**config.mk**
```make
export PLATFORM = sky130hd
export DESIGN_NAME = gga_sentence_parser_flat
export DESIGN_NICKNAME = d
export VERILOG_FILES = /design/src/rtl/core/gsp_pkg.sv /design/src/rtl/core/gsp_req_if.sv /design/src/rtl/core/gsp_rsp_if.sv /design/src/rtl/core/gga_sentence_parser.sv /design/src/rtl/core/gsp_front.sv /design/src/rtl/core/gsp_queue.sv /design/src/rtl/core/gsp_back.sv /design/src/flat_wrapper.sv
export VERILOG_INCLUDE_DIRS = /design/src /design/src/rtl/core
export SDC_FILE = /design/constraint.sdc
export NUM_CORES = 2
export LEC_CHECK = 0
export BUFFER_PORTS_ARGS = -buffer_cell sky130_fd_sc_hd__buf_2
export CORE_ASPECT_RATIO = 1.4
export CORE_UTILIZATION = 27
export DETAILED_ROUTE_END_ITERATION = 7
export SYNTH_ARGS = -nofsm -noshare
export SYNTH_HDL_FRONTEND = slang
export SYNTH_HIERARCHICAL = 1
export SYNTH_SLANG_ARGS = --single-unit
export TNS_END_PERCENT = 1
```
**constraint.sdc**
```tcl
create_clock -name clock -period 11.7 [get_ports clock]
set_input_delay 0.585 -clock clock [delete_from_list [all_inputs] [get_ports clock]]
set_output_delay 0.585 -clock clock [all_outputs]
set_load 0.03 [all_outputs]
```
**src/rtl/core/assert_macros.svh**
```systemverilog
// ----------------------------------------------------------------------
// Assertion macros
// Shared concurrent assertion forms for the GGA parser RTL.
// ----------------------------------------------------------------------
`ifndef ASSERT_MACROS_SVH
`define ASSERT_MACROS_SVH

// Checked on the module's own clock, masked while reset is high.
`define GSP_ASSERT(label, prop, msg) \
   label: assert property (@(posedge clock) disable iff (reset) prop) \
      else $error(msg);

// Same, with an explicit clock and reset.
`define GSP_ASSERT_CLK(label, clk, rst, prop, msg) \
   label: assert property (@(posedge clk) disable iff (rst) prop) \
      else $error(msg);

`endif

```
**src/rtl/core/gsp_pkg.sv**
```systemverilog
// ----------------------------------------------------------------------
// GGA parser package
// Character codes, field numbers, scaling constants and shared types.
// ----------------------------------------------------------------------
package gsp_pkg;

   // ASCII codes
   localparam logic [7:0] CHAR_G     = 8'h47;
   localparam logic [7:0] CHAR_P     = 8'h50;
   localparam logic [7:0] CHAR_A     = 8'h41;
   localparam logic [7:0] CHAR_COMMA = 8'h2C;
   localparam logic [7:0] CHAR_S     = 8'h53;
   localparam logic [7:0] CHAR_W     = 8'h57;
   localparam logic [7:0] CHAR_ONE   = 8'h31;
   localparam logic [7:0] CHAR_ZERO  = 8'h30;
   localparam logic [7:0] CHAR_NINE  = 8'h39;

   // Line position: five header bytes, one skipped byte, then the body
   localparam logic [2:0] POS_SKIP = 3'd5;
   localparam logic [2:0] POS_BODY = 3'd6;

   // Body field numbers
   localparam logic [2:0] FLD_TIME  = 3'd0;
   localparam logic [2:0] FLD_LAT   = 3'd1;
   localparam logic [2:0] FLD_NS    = 3'd2;
   localparam logic [2:0] FLD_LON   = 3'd3;
   localparam logic [2:0] FLD_EW    = 3'd4;
   localparam logic [2:0] FLD_FIX   = 3'd5;
   localparam logic [2:0] FLD_SATS  = 3'd6;
   localparam logic [2:0] FLD_EXTRA = 3'd7;

   // ddmm.mmmm to micro-degrees: q = x / 1e6 by reciprocal, r*5/3 likewise
   localparam logic [19:0] COORD_SCALE = 20'd1000000;
   localparam logic [30:0] SCALE_RECIP = 31'd1125899906;   // floor(2^50 / 1e6)
   localparam int          SCALE_SHIFT = 50;
   localparam int          QUO_W       = 12;
   localparam logic [22:0] THIRD_RECIP = 23'd5592406;      // ceil(2^24 / 3)
   localparam int          THIRD_SHIFT = 24;
   localparam int          FRAC_W      = 21;

   // Front-to-back queue
   localparam int               QUEUE_DEPTH = 4;
   localparam int               QUEUE_AW    = $clog2(QUEUE_DEPTH);
   localparam logic [QUEUE_AW:0] QUEUE_FULL = (QUEUE_AW + 1)'(QUEUE_DEPTH);

   // One field-close or end-of-line request from front to back
   typedef struct packed {
      logic        is_end;
      logic        accepted;
      logic [2:0]  idx;
      logic [1:0]  chars;
      logic [7:0]  first;
      logic [7:0]  second;
      logic [31:0] acc;
   } evt_type;

   typedef struct packed {
      logic full;
      logic empty;
   } qstat_type;

   // Expected header character at a header position
   function automatic logic [7:0] header_char(input logic [2:0] pos);
      logic [7:0] ch;
      unique case (pos)
         3'd1:    ch = CHAR_P;
         3'd4:    ch = CHAR_A;
         default: ch = CHAR_G;
      endcase
      return ch;
   endfunction

endpackage

```
**src/rtl/core/gsp_req_if.sv**
```systemverilog
// ----------------------------------------------------------------------
// GGA parser request channel
// One sentence byte per request, with an end-of-line flag.
// ----------------------------------------------------------------------
interface gsp_req_if;
   logic       valid;
   logic       ready;
   logic [7:0] line_byte;
   logic       line_end;

   modport source (output valid, line_byte, line_end, input ready);
   modport sink   (input valid, line_byte, line_end, output ready);
endinterface

```
**src/rtl/core/gsp_rsp_if.sv**
```systemverilog
// ----------------------------------------------------------------------
// GGA parser response channel
// One result per sentence: flags and the held position and count.
// ----------------------------------------------------------------------
interface gsp_rsp_if;
   logic               valid;
   logic               ready;
   logic               gga_line;
   logic               fix_ok;
   logic signed [31:0] latitude;
   logic signed [31:0] longitude;
   logic [11:0]        satellites;

   modport source (output valid, gga_line, fix_ok, latitude, longitude, satellites,
                   input ready);
   modport sink   (input valid, gga_line, fix_ok, latitude, longitude, satellites,
                   output ready);
endinterface

```
**src/rtl/core/gga_sentence_parser.sv**
```systemverilog
// ----------------------------------------------------------------------
// GGA sentence parser
// Byte-serial NMEA GGA parser: header check, field split, coordinate
// conversion to micro-degrees and held position / satellite count.
//
//   channel | dir | handshake   | payload
//   req_ch  | in  | valid/ready | line_byte[7:0], line_end
//   rsp_ch  | out | valid/ready | gga_line, fix_ok, latitude, longitude,
//           |     |             | satellites[11:0]
//
// One byte per cycle sustained; the front end takes a byte every cycle
// while the 4-entry request queue has room.
// A line end reaches its response through the queue, six
// conversion stages (two reciprocal multiplies), then the commit register.
// Reset is synchronous; held values clear to zero, no clearing pass.
// A stalled response freezes the back end; the queue absorbs up to four
// field-close or line-end requests before req_ch.ready drops.
// ----------------------------------------------------------------------
module gga_sentence_parser (
   input  logic      clock,
   input  logic      reset,
   gsp_req_if.sink   req_ch,
   gsp_rsp_if.source rsp_ch
);
   import gsp_pkg::*;

   logic      req_accept;
   logic      push;
   logic      pop;
   evt_type   push_evt;
   evt_type   head_evt;
   qstat_type qstat;

   assign req_ch.ready = !qstat.full;
   assign req_accept   = req_ch.valid && req_ch.ready;

   gsp_front u_front (
      .clock      (clock),
      .reset      (reset),
      .req_accept (req_accept),
      .req_byte   (req_ch.line_byte),
      .req_last   (req_ch.line_end),
      .push       (push),
      .push_evt   (push_evt)
   );

   gsp_queue u_queue (
      .clock    (clock),
      .reset    (reset),
      .push     (push),
      .push_evt (push_evt),
      .pop      (pop),
      .head_evt (head_evt),
      .stat     (qstat)
   );

   gsp_back u_back (
      .clock    (clock),
      .reset    (reset),
      .head_evt (head_evt),
      .qstat    (qstat),
      .pop      (pop),
      .rsp_ch   (rsp_ch)
   );

endmodule

```
**src/rtl/core/gsp_front.sv**
```systemverilog
// ----------------------------------------------------------------------
// GGA parser front end
// Checks the header, splits the body on commas, collects field characters
// and digits, and emits a request at each field close and at line end.
// ----------------------------------------------------------------------
`include "assert_macros.svh"

module gsp_front (
   input  logic            clock,
   input  logic            reset,
   input  logic            req_accept,
   input  logic [7:0]      req_byte,
   input  logic            req_last,
   output logic            push,
   output gsp_pkg::evt_type push_evt
);
   import gsp_pkg::*;

   logic [2:0]  hdr_pos_ff, hdr_pos_in;
   logic        hdr_match_ff, hdr_match_in;
   logic [2:0]  fld_idx_ff, fld_idx_in;
   logic [1:0]  fld_chars_ff, fld_chars_in;
   logic [31:0] digit_acc_ff, digit_acc_in;
   logic [7:0]  first_ff, first_in;
   logic [7:0]  second_ff, second_in;

   logic        in_body;
   logic        is_comma;
   logic        is_digit;
   logic [1:0]  chars_upd;
   logic [7:0]  first_upd;
   logic [7:0]  second_upd;
   logic [31:0] acc_upd;

   assign in_body  = (hdr_pos_ff == POS_BODY) && hdr_match_ff;
   assign is_comma = (req_byte == CHAR_COMMA);
   assign is_digit = (req_byte >= CHAR_ZERO) && (req_byte <= CHAR_NINE);

   // Field registers after taking one non-comma character
   always_comb begin
      first_upd  = (fld_chars_ff == 2'd0) ? req_byte : first_ff;
      second_upd = (fld_chars_ff == 2'd1) ? req_byte : second_ff;
      chars_upd  = (fld_chars_ff == 2'd3) ? fld_chars_ff : fld_chars_ff + 2'd1;
      // acc * 10 + digit, wrapping at 32 bits
      acc_upd    = is_digit ? ({digit_acc_ff[28:0], 3'b000} + {digit_acc_ff[30:0], 1'b0}
                               + {24'd0, req_byte - CHAR_ZERO})
                            : digit_acc_ff;
   end

   // Line tracking
   always_comb begin
      hdr_pos_in   = hdr_pos_ff;
      hdr_match_in = hdr_match_ff;
      fld_idx_in   = fld_idx_ff;
      fld_chars_in = fld_chars_ff;
      digit_acc_in = digit_acc_ff;
      first_in     = first_ff;
      second_in    = second_ff;
      if (req_accept) begin
         if (hdr_pos_ff < POS_SKIP) begin
            hdr_pos_in = hdr_pos_ff + 3'd1;
            if (req_byte != header_char(hdr_pos_ff)) begin
               hdr_match_in = 1'b0;
            end
         end else if (hdr_pos_ff == POS_SKIP) begin
            hdr_pos_in = POS_BODY;
         end else if (in_body) begin
            if (is_comma) begin
               fld_idx_in   = (fld_idx_ff == FLD_EXTRA) ? fld_idx_ff : fld_idx_ff + 3'd1;
               fld_chars_in = 2'd0;
               digit_acc_in = 32'd0;
               first_in     = 8'd0;
               second_in    = 8'd0;
            end else begin
               fld_chars_in = chars_upd;
               digit_acc_in = acc_upd;
               first_in     = first_upd;
               second_in    = second_upd;
            end
         end
         // end of line: back to the start of a new sentence
         if (req_last) begin
            hdr_pos_in   = 3'd0;
            hdr_match_in = 1'b1;
            fld_idx_in   = FLD_TIME;
            fld_chars_in = 2'd0;
            digit_acc_in = 32'd0;
            first_in     = 8'd0;
            second_in    = 8'd0;
         end
      end
   end

   // Request to the back end. A final comma carries the pre-comma field:
   // the empty field after it closes like any missing field.
   assign push = req_accept && (req_last || (in_body && is_comma));

   always_comb begin
      push_evt.is_end   = req_last;
      push_evt.accepted = (hdr_pos_ff >= POS_SKIP) && hdr_match_ff;
      push_evt.idx      = fld_idx_ff;
      if (in_body && !is_comma) begin
         push_evt.chars  = chars_upd;
         push_evt.first  = first_upd;
         push_evt.second = second_upd;
         push_evt.acc    = acc_upd;
      end else begin
         push_evt.chars  = fld_chars_ff;
         push_evt.first  = first_ff;
         push_evt.second = second_ff;
         push_evt.acc    = digit_acc_ff;
      end
   end

   always_ff @(posedge clock) begin
      if (reset) begin
         hdr_pos_ff   <= 3'd0;
         hdr_match_ff <= 1'b1;
         fld_idx_ff   <= FLD_TIME;
         fld_chars_ff <= 2'd0;
         digit_acc_ff <= 32'd0;
         first_ff     <= 8'd0;
         second_ff    <= 8'd0;
      end else begin
         hdr_pos_ff   <= hdr_pos_in;
         hdr_match_ff <= hdr_match_in;
         fld_idx_ff   <= fld_idx_in;
         fld_chars_ff <= fld_chars_in;
         digit_acc_ff <= digit_acc_in;
         first_ff     <= first_in;
         second_ff    <= second_in;
      end
   end

   // A line end always restarts header and field tracking
   `GSP_ASSERT(a_line_restart, (req_accept && req_last) |=> ((hdr_pos_ff == 3'd0) && (fld_idx_ff == FLD_TIME) && hdr_match_ff), "line end did not restart parsing")

endmodule

```
**src/rtl/core/gsp_queue.sv**
```systemverilog
// ----------------------------------------------------------------------
// GGA parser request queue
// Small FIFO between the front end and the conversion back end.
// ----------------------------------------------------------------------
`include "assert_macros.svh"

module gsp_queue (
   input  logic              clock,
   input  logic              reset,
   input  logic              push,
   input  gsp_pkg::evt_type  push_evt,
   input  logic              pop,
   output gsp_pkg::evt_type  head_evt,
   output gsp_pkg::qstat_type stat
);
   import gsp_pkg::*;

   evt_type             slot_ff [QUEUE_DEPTH];
   logic [QUEUE_AW-1:0] wr_ptr_ff, wr_ptr_in;
   logic [QUEUE_AW-1:0] rd_ptr_ff, rd_ptr_in;
   logic [QUEUE_AW:0]   count_ff, count_in;

   assign stat.full  = (count_ff == QUEUE_FULL);
   assign stat.empty = (count_ff == '0);
   assign head_evt   = slot_ff[rd_ptr_ff];

   // Pointer and occupancy update
   always_comb begin
      wr_ptr_in = push ? wr_ptr_ff + 1'b1 : wr_ptr_ff;
      rd_ptr_in = pop ? rd_ptr_ff + 1'b1 : rd_ptr_ff;
      unique case ({push, pop})
         2'b10:   count_in = count_ff + 1'b1;
         2'b01:   count_in = count_ff - 1'b1;
         default: count_in = count_ff;
      endcase
   end

   // Storage
   always_ff @(posedge clock) begin
      if (push) begin
         slot_ff[wr_ptr_ff] <= push_evt;
      end
   end

   always_ff @(posedge clock) begin
      if (reset) begin
         wr_ptr_ff <= '0;
         rd_ptr_ff <= '0;
         count_ff  <= '0;
      end else begin
         wr_ptr_ff <= wr_ptr_in;
         rd_ptr_ff <= rd_ptr_in;
         count_ff  <= count_in;
      end
   end

   `GSP_ASSERT(a_count_up, (push && !pop) |=> (count_ff == $past(count_ff) + 1'b1), "queue overrun on push")
   `GSP_ASSERT_CLK(a_count_down, clock, reset, (pop && !push) |=> (count_ff == $past(count_ff) - 1'b1), "queue underrun on pop")

endmodule

```
**src/rtl/core/gsp_back.sv**
```systemverilog
// ----------------------------------------------------------------------
// GGA parser back end
// Six-stage coordinate conversion followed by the field-close commit,
// which updates the held values and loads the response register.
// ----------------------------------------------------------------------
`include "assert_macros.svh"

module gsp_back (
   input  logic               clock,
   input  logic               reset,
   input  gsp_pkg::evt_type   head_evt,
   input  gsp_pkg::qstat_type qstat,
   output logic               pop,
   gsp_rsp_if.source          rsp_ch
);
   import gsp_pkg::*;

   typedef struct packed {
      evt_type     evt;
      logic [31:0] mag;
      logic        neg;
   } carry_type;

   logic            en;
   logic [6:1]      vld_ff;
   carry_type       carry_ff [1:6];
   carry_type       carry_in;

   logic [62:0]      scale_prod;
   logic [QUO_W-1:0] s2_quo_ff;
   logic [31:0]      quo_scaled;
   logic [31:0]      rem_wide;
   logic [20:0]      s3_rem_ff;
   logic [20:0]      rem_fix;
   logic [19:0]      s4_rem_ff;
   logic [22:0]      s4_rem5_ff;
   logic [45:0]      third_prod;
   logic [19:0]      s5_rem_ff;
   logic [FRAC_W-1:0] s5_frac_ff;
   logic [31:0]      mag_out;
   logic [31:0]      s6_value_ff;

   logic [31:0] coord_ff, coord_in;
   logic        fix_ff, fix_in;
   logic [31:0] lat_ff, lat_in;
   logic [31:0] lon_ff, lon_in;
   logic [11:0] sats_ff, sats_in;
   logic        rsp_valid_ff, rsp_valid_in;
   logic        gga_ff, gga_in;
   logic        fix_ok_ff, fix_ok_in;

   evt_type     c_evt;
   logic        has_chars;
   logic [7:0]  dig0, dig1;
   logic [11:0] sats_calc;
   logic [31:0] coord_c, lat_c, lon_c;
   logic        fix_c;
   logic [11:0] sats_c;

   // The whole back end advances unless a response waits
   assign en  = !rsp_valid_ff || rsp_ch.ready;
   assign pop = en && !qstat.empty;

   // Stage 1 input: sign and magnitude of the digit accumulator
   always_comb begin
      carry_in.evt = head_evt;
      carry_in.neg = head_evt.acc[31];
      carry_in.mag = head_evt.acc[31] ? 32'd0 - head_evt.acc : head_evt.acc;
   end

   // Stage 2: quotient estimate by reciprocal, floor or one below
   assign scale_prod = carry_ff[1].mag * SCALE_RECIP;

   // Stage 3: remainder against the estimate, below twice the scale
   assign quo_scaled = {20'd0, s2_quo_ff} * {12'd0, COORD_SCALE};
   assign rem_wide   = carry_ff[2].mag - quo_scaled;

   // Stage 4: one correction step
   assign rem_fix = (s3_rem_ff >= {1'b0, COORD_SCALE}) ? s3_rem_ff - {1'b0, COORD_SCALE}
                                                       : s3_rem_ff;

   // Stage 5: remainder * 5 / 3 by reciprocal
   assign third_prod = s4_rem5_ff * THIRD_RECIP;

   // Stage 6: q * 1e6 + r * 5 / 3 = mag - r + r * 5 / 3, sign restored
   assign mag_out = carry_ff[5].mag - {12'd0, s5_rem_ff} + {11'd0, s5_frac_ff};

   always_ff @(posedge clock) begin
      if (en) begin
         carry_ff[1] <= carry_in;
         for (int k = 2; k <= 6; k++) begin
            carry_ff[k] <= carry_ff[k - 1];
         end
         s2_quo_ff   <= scale_prod[SCALE_SHIFT +: QUO_W];
         s3_rem_ff   <= rem_wide[20:0];
         s4_rem_ff   <= rem_fix[19:0];
         s4_rem5_ff  <= {1'b0, rem_fix[19:0], 2'b00} + {3'd0, rem_fix[19:0]};
         s5_rem_ff   <= s4_rem_ff;
         s5_frac_ff  <= third_prod[THIRD_SHIFT +: FRAC_W];
         s6_value_ff <= carry_ff[5].neg ? 32'd0 - mag_out : mag_out;
      end
   end

   // Field close of the committing request
   assign c_evt     = carry_ff[6].evt;
   assign has_chars = (c_evt.chars != 2'd0);
   assign dig0      = c_evt.first - CHAR_ZERO;
   assign dig1      = c_evt.second - CHAR_ZERO;
   assign sats_calc = {4'd0, dig0} * 12'd10 + {4'd0, dig1};

   always_comb begin
      coord_c = coord_ff;
      lat_c   = lat_ff;
      lon_c   = lon_ff;
      fix_c   = fix_ff;
      sats_c  = sats_ff;
      unique case (c_evt.idx)
         FLD_LAT, FLD_LON: coord_c = s6_value_ff;
         FLD_NS:  lat_c = (has_chars && (c_evt.first == CHAR_S)) ? 32'd0 - coord_ff : coord_ff;
         FLD_EW:  lon_c = (has_chars && (c_evt.first == CHAR_W)) ? 32'd0 - coord_ff : coord_ff;
         FLD_FIX: fix_c = has_chars && (c_evt.first == CHAR_ONE);
         FLD_SATS: begin
            if (fix_ff && (c_evt.chars >= 2'd2)) begin
               sats_c = sats_calc;
            end else begin
               fix_c = 1'b0;
            end
         end
         default: ;
      endcase
   end

   // Commit: a field close updates the line state; a line end also closes
   // every missing field (empty) and loads the response
   always_comb begin
      coord_in     = coord_ff;
      fix_in       = fix_ff;
      lat_in       = lat_ff;
      lon_in       = lon_ff;
      sats_in      = sats_ff;
      rsp_valid_in = rsp_valid_ff;
      gga_in       = gga_ff;
      fix_ok_in    = fix_ok_ff;
      if (en) begin
         rsp_valid_in = vld_ff[6] && c_evt.is_end;
         if (vld_ff[6]) begin
            if (!c_evt.is_end) begin
               coord_in = coord_c;
               fix_in   = fix_c;
               lat_in   = lat_c;
               lon_in   = lon_c;
               sats_in  = sats_c;
            end else begin
               coord_in  = 32'd0;
               fix_in    = 1'b0;
               gga_in    = c_evt.accepted;
               fix_ok_in = 1'b0;
               if (c_evt.accepted) begin
                  lat_in    = (c_evt.idx == FLD_TIME) ? 32'd0 :
                              (c_evt.idx == FLD_LAT) ? coord_c : lat_c;
                  lon_in    = (c_evt.idx <= FLD_NS) ? 32'd0 :
                              (c_evt.idx == FLD_LON) ? coord_c : lon_c;
                  sats_in   = sats_c;
                  fix_ok_in = (c_evt.idx >= FLD_SATS) && fix_c;
               end
            end
         end
      end
   end

   always_ff @(posedge clock) begin
      if (reset) begin
         vld_ff       <= '0;
         coord_ff     <= 32'd0;
         fix_ff       <= 1'b0;
         lat_ff       <= 32'd0;
         lon_ff       <= 32'd0;
         sats_ff      <= 12'd0;
         rsp_valid_ff <= 1'b0;
         gga_ff       <= 1'b0;
         fix_ok_ff    <= 1'b0;
      end else begin
         if (en) begin
            vld_ff <= {vld_ff[5:1], pop};
         end
         coord_ff     <= coord_in;
         fix_ff       <= fix_in;
         lat_ff       <= lat_in;
         lon_ff       <= lon_in;
         sats_ff      <= sats_in;
         rsp_valid_ff <= rsp_valid_in;
         gga_ff       <= gga_in;
         fix_ok_ff    <= fix_ok_in;
      end
   end

   // Response reads the held values directly; they only move on a commit
   assign rsp_ch.valid      = rsp_valid_ff;
   assign rsp_ch.gga_line   = gga_ff;
   assign rsp_ch.fix_ok     = fix_ok_ff;
   assign rsp_ch.latitude   = $signed(lat_ff);
   assign rsp_ch.longitude  = $signed(lon_ff);
   assign rsp_ch.satellites = sats_ff;

   `GSP_ASSERT(a_hold_stall, (rsp_valid_ff && !rsp_ch.ready) |=> ($stable(lat_ff) && $stable(lon_ff) && $stable(sats_ff)), "held values moved under a stalled response")
   `GSP_ASSERT(a_pipe_freeze, !en |=> $stable(vld_ff), "conversion pipeline moved while stalled")

endmodule

```
**src/flat_wrapper.sv**
```systemverilog
// flat-port wrapper written by rule: the top's interface ports become plain ports
module gga_sentence_parser_flat import gsp_pkg::*;
  (clock, reset, req_ch_valid, req_ch_line_byte, req_ch_line_end, req_ch_ready, rsp_ch_valid, rsp_ch_gga_line, rsp_ch_fix_ok, rsp_ch_latitude, rsp_ch_longitude, rsp_ch_satellites, rsp_ch_ready);
  gsp_req_if req_ch_i ();
  gsp_rsp_if rsp_ch_i ();
  input  logic clock;
  input  logic reset;
  input wire logic [$bits(req_ch_i.valid)-1:0] req_ch_valid;
  input wire logic [$bits(req_ch_i.line_byte)-1:0] req_ch_line_byte;
  input wire logic [$bits(req_ch_i.line_end)-1:0] req_ch_line_end;
  output wire logic [$bits(req_ch_i.ready)-1:0] req_ch_ready;
  output wire logic [$bits(rsp_ch_i.valid)-1:0] rsp_ch_valid;
  output wire logic [$bits(rsp_ch_i.gga_line)-1:0] rsp_ch_gga_line;
  output wire logic [$bits(rsp_ch_i.fix_ok)-1:0] rsp_ch_fix_ok;
  output wire logic [$bits(rsp_ch_i.latitude)-1:0] rsp_ch_latitude;
  output wire logic [$bits(rsp_ch_i.longitude)-1:0] rsp_ch_longitude;
  output wire logic [$bits(rsp_ch_i.satellites)-1:0] rsp_ch_satellites;
  input wire logic [$bits(rsp_ch_i.ready)-1:0] rsp_ch_ready;
  assign req_ch_i.valid = req_ch_valid;
  assign req_ch_i.line_byte = req_ch_line_byte;
  assign req_ch_i.line_end = req_ch_line_end;
  assign req_ch_ready = req_ch_i.ready;
  assign rsp_ch_valid = rsp_ch_i.valid;
  assign rsp_ch_gga_line = rsp_ch_i.gga_line;
  assign rsp_ch_fix_ok = rsp_ch_i.fix_ok;
  assign rsp_ch_latitude = rsp_ch_i.latitude;
  assign rsp_ch_longitude = rsp_ch_i.longitude;
  assign rsp_ch_satellites = rsp_ch_i.satellites;
  assign rsp_ch_i.ready = rsp_ch_ready;
  gga_sentence_parser u_core (.clock(clock), .reset(reset), .req_ch(req_ch_i), .rsp_ch(rsp_ch_i));
endmodule
```
==> summary.txt <==
Run status
  – Outcome: finished, final reports clean

Global routing
  – First-pass GRT wire length: 235800 um
  – Number of global-route vias before repair: 41390
  – Total GRT Usage: 0.1281
  – Largest net degree at the start of global routing: 151
  – Grt ovf: 0
  – Initial antenna violation count: 3

Critical path
  – Setup crit end kind: register
  – Startpoint types: register
  – Max FO, Critical Path: 10
  – Crit Path Category: register to register
  – Critical path required time: 12.12 ns
  – Worst Path Arrival: 8.44 ns
  – R2r worst-path depth: 24

Detailed routing
  – Wire per inst: 17.28 um
  – DRT iter0 DRCs: 2288
  – Routed wire length: 149700 um
  – Vias: 39460
  – Routed vias/inst: 4.555
  – # DRC: 0
  – DR pass1 iterations: 6
  – Final ANT Viol Nets: 0

Clock network
  – Sink Count: 826
  – CTS Hold Bufs: 0
  – PostCTS Resize Cnt: 0
  – CTS Buffer Depth: 3
  – CTS clock-pin slew for the worst setup and hold paths: 0.06 ns
  – Total CTS buffers: 85
  – Root Buffer: clkbuf_16
  – Worst skew pair latency: 0.70 ns
  – Post-CTS Setup Bufs: 0
  – CTS H-Tree Depth: 3
  – CTS tree: done

Placement
  – Port buffer count: 92
  – Dpl cell area: 66680 um2
  – Routability Congestion: 0.8985
  – Placed cells: 8505
  – Setup slack at placement: 3.644 ns
  – Post-DP HPWL: 119500 um

STA
  – Final Skew: 0.03503 ns
  – Final critical-path share of the clock period: 0.6859
  – Final setup violating endpoints: 0
  – RSZ-0062 raised after global routing: no
  – Peak Freq: 124.6 MHz
  – Max-slew violations: 0
  – Max-Slew Margin vs Limit: 0.1549
  – Slew @ Worst Pin: 1.264 ns
  – Post-route minimum period: 8.026 ns
  – Setup TNS: 0 ns
  – Final Hold Viols: 0
  – Final worst slack: 3.675 ns

Synth
  – Unique masters post-synth: 108
  – Ys async rst share: 0
  – Synthesized Nets: 6824
  – Count leader, synth: inv_1
  – Top cells by count, synth: inv_1, ha_1, edfxtp_1
  – Cells after synthesis: 5459
  – Dominant synthesized flop cell: edfxtp_1
  – Avg Inst Size Synth: 11.49 um2
  – Ys Warns: 6
  – Register area share after synthesis: 0.3660
  – Cell accounting for the most synthesized area: edfxtp_1
  – #FFs+latches synth: 826
  – Synth Cell Area: 62740 um2
  – Synth top area share: 0.3073
  – EDFF count, synth: 642
  – Top area cells in the synthesized netlist: edfxtp_1, fa_1, ha_1, dfxtp_1, inv_1

Floorplanning
  – Die Y-Extent: 572.4 um
  – Die area: 234300 um2
  – CORE AREA: 231200 um2
  – Initial Util: 0.2714
  – # IOs: 93
  – Chip width: 409.4 um
  – Row Count: 209

Hold path
  – HP Class: primary input to register
  – Hold depth: 3

Finish
  – Final Cell Area: 69610 um2
  – Area Overhead vs Synth: 10.95%
  – Layout cell share with drive strength beyond 1: 0.07157
  – Post-route insts no fill: 8664
  – Nets: 6898

Run
  – Max-cap viol count: 0
-- critical path, cell delays in order (launching register included) --
cell and delay (ns):
edfxtp_1 0.74, inv_1 0.31, fa_1 0.58, inv_1 0.06, fa_1 0.51, inv_1 0.05, fa_1 0.46, fa_1 0.43
fa_1 0.54, inv_1 0.05, fa_1 0.39, fa_1 0.41, ha_1 0.28, ha_1 0.31, a21oi_1 0.13, o221ai_1 0.14
a211oi_1 0.39, o221ai_1 0.40, a22oi_1 0.25, o21ai_0 0.20, o211ai_1 0.26, a21oi_1 0.13, o21a_1 0.21, o41ai_1 0.35
xnor2_1 0.14
-- path summary, 6_finish.rpt --
check | startpoint | endpoint | slack [ns]
worst max-delay path | u_core/u_back/carry_ff[0][30] | u_core/u_back/s2_quo_ff[11] | 3.67
worst min-delay path | req_ch_line_byte[7] | u_core/u_front/first_ff[7] | 0.30
worst max register to register | u_core/u_back/carry_ff[0][30] | u_core/u_back/s2_quo_ff[11] | 3.67
worst min register to register | u_core/u_back/carry_ff[0][64] | u_core/u_back/carry_ff[0][152] | 0.41
-- cell type report --
cell class                 count  area, um2
clock buffer                 103       2256
sequential                   826      22970
fill                       23540     161600
clock inverter                54      671.9
inverter                     946       3567
tap                         3059       3827
multi-input combinational   3553      35620
antenna                        2      5.005
timing repair buffer         121      693.2
-- logic make-up after synthesis --
family	Yosys count	share of synthesized area
flops	826	0.3660
buf+inv	1080	0.06699
mux	99	0.02764
xor+xnor	307	0.04286
compound gates	801	0.08514
simple gates	994	0.07497
fa+ha+maj	1352	0.3364
-- cells in the final DEF (no fill, tap or decap), types with 31 or more instances in the layout --
| cell | Yosys | final |
|---|---|---|
| nor2b_1 | 33 | 33 |
| edfxtp_1 | 642 | 642 |
| nand2_1 | 235 | 235 |
| dfxtp_1 | 184 | 182 |
| a22oi_1 | 63 | 63 |
| nor2_1 | 374 | 372 |
| o21a_1 | 32 | 31 |
| a21oi_1 | 193 | 193 |
| nand3_1 | 41 | 41 |
| ha_1 | 794 | 794 |
| o21ai_0 | 149 | 148 |
| clkbuf_16 | 0 | 86 |
| a211oi_1 | 91 | 91 |
| xnor2_1 | 197 | 197 |
| nor3_1 | 78 | 76 |
| nand2b_1 | 32 | 32 |
| mux4_2 | 50 | 50 |
| inv_1 | 945 | 945 |
| or3_1 | 44 | 44 |
| buf_2 | 15 | 91 |
| xor2_1 | 110 | 110 |
| fa_1 | 558 | 558 |
| a21o_1 | 74 | 74 |
-- flip-flops by register name, indices dropped and copies added, names as in the netlist, 8 cells and up, named ones only --
signal	count
u_core/u_back/rsp_ch.longitude	32
u_core/u_back/s5_rem_ff	14
u_core/u_back/s4_rem_ff	16
u_core/u_back/coord_ff	32
u_core/u_back/s6_value_ff	32
u_core/u_back/s4_rem5_ff	21
u_core/u_front/second_ff	8
u_core/u_back/s3_rem_ff	21
u_core/u_back/rsp_ch.satellites	12
u_core/u_queue/slot_ff	220
u_core/u_front/first_ff	8
u_core/u_back/s2_quo_ff	12
u_core/u_back/carry_ff	285
u_core/u_back/s5_frac_ff	21
u_core/u_front/digit_acc_ff	32
u_core/u_back/rsp_ch.latitude	32
-- routing by layer --
layer,routed length [um],vias up,GRT usage
li1,-,18810,-
met1,60710,19650,0.1511
met2,77790,777,0.2345
met3,4757,228,0.01227
met4,6476,0,0.05556
met5,0,-,0
-- metrics by stage --
stage	hold slack [ns]	utilization
final	0.3016	0.3011
after detailed placement	0.4045	0.2884
after global routing	0.2923	0.3011
after floorplan	0.4003	-
after CTS	0.2397	0.3011
after global placement	0.4006	0.2884
Power is left out: the tool's default activity adds up to more than one toggle a clock period on the data nets, which glitch-free logic cannot reach.
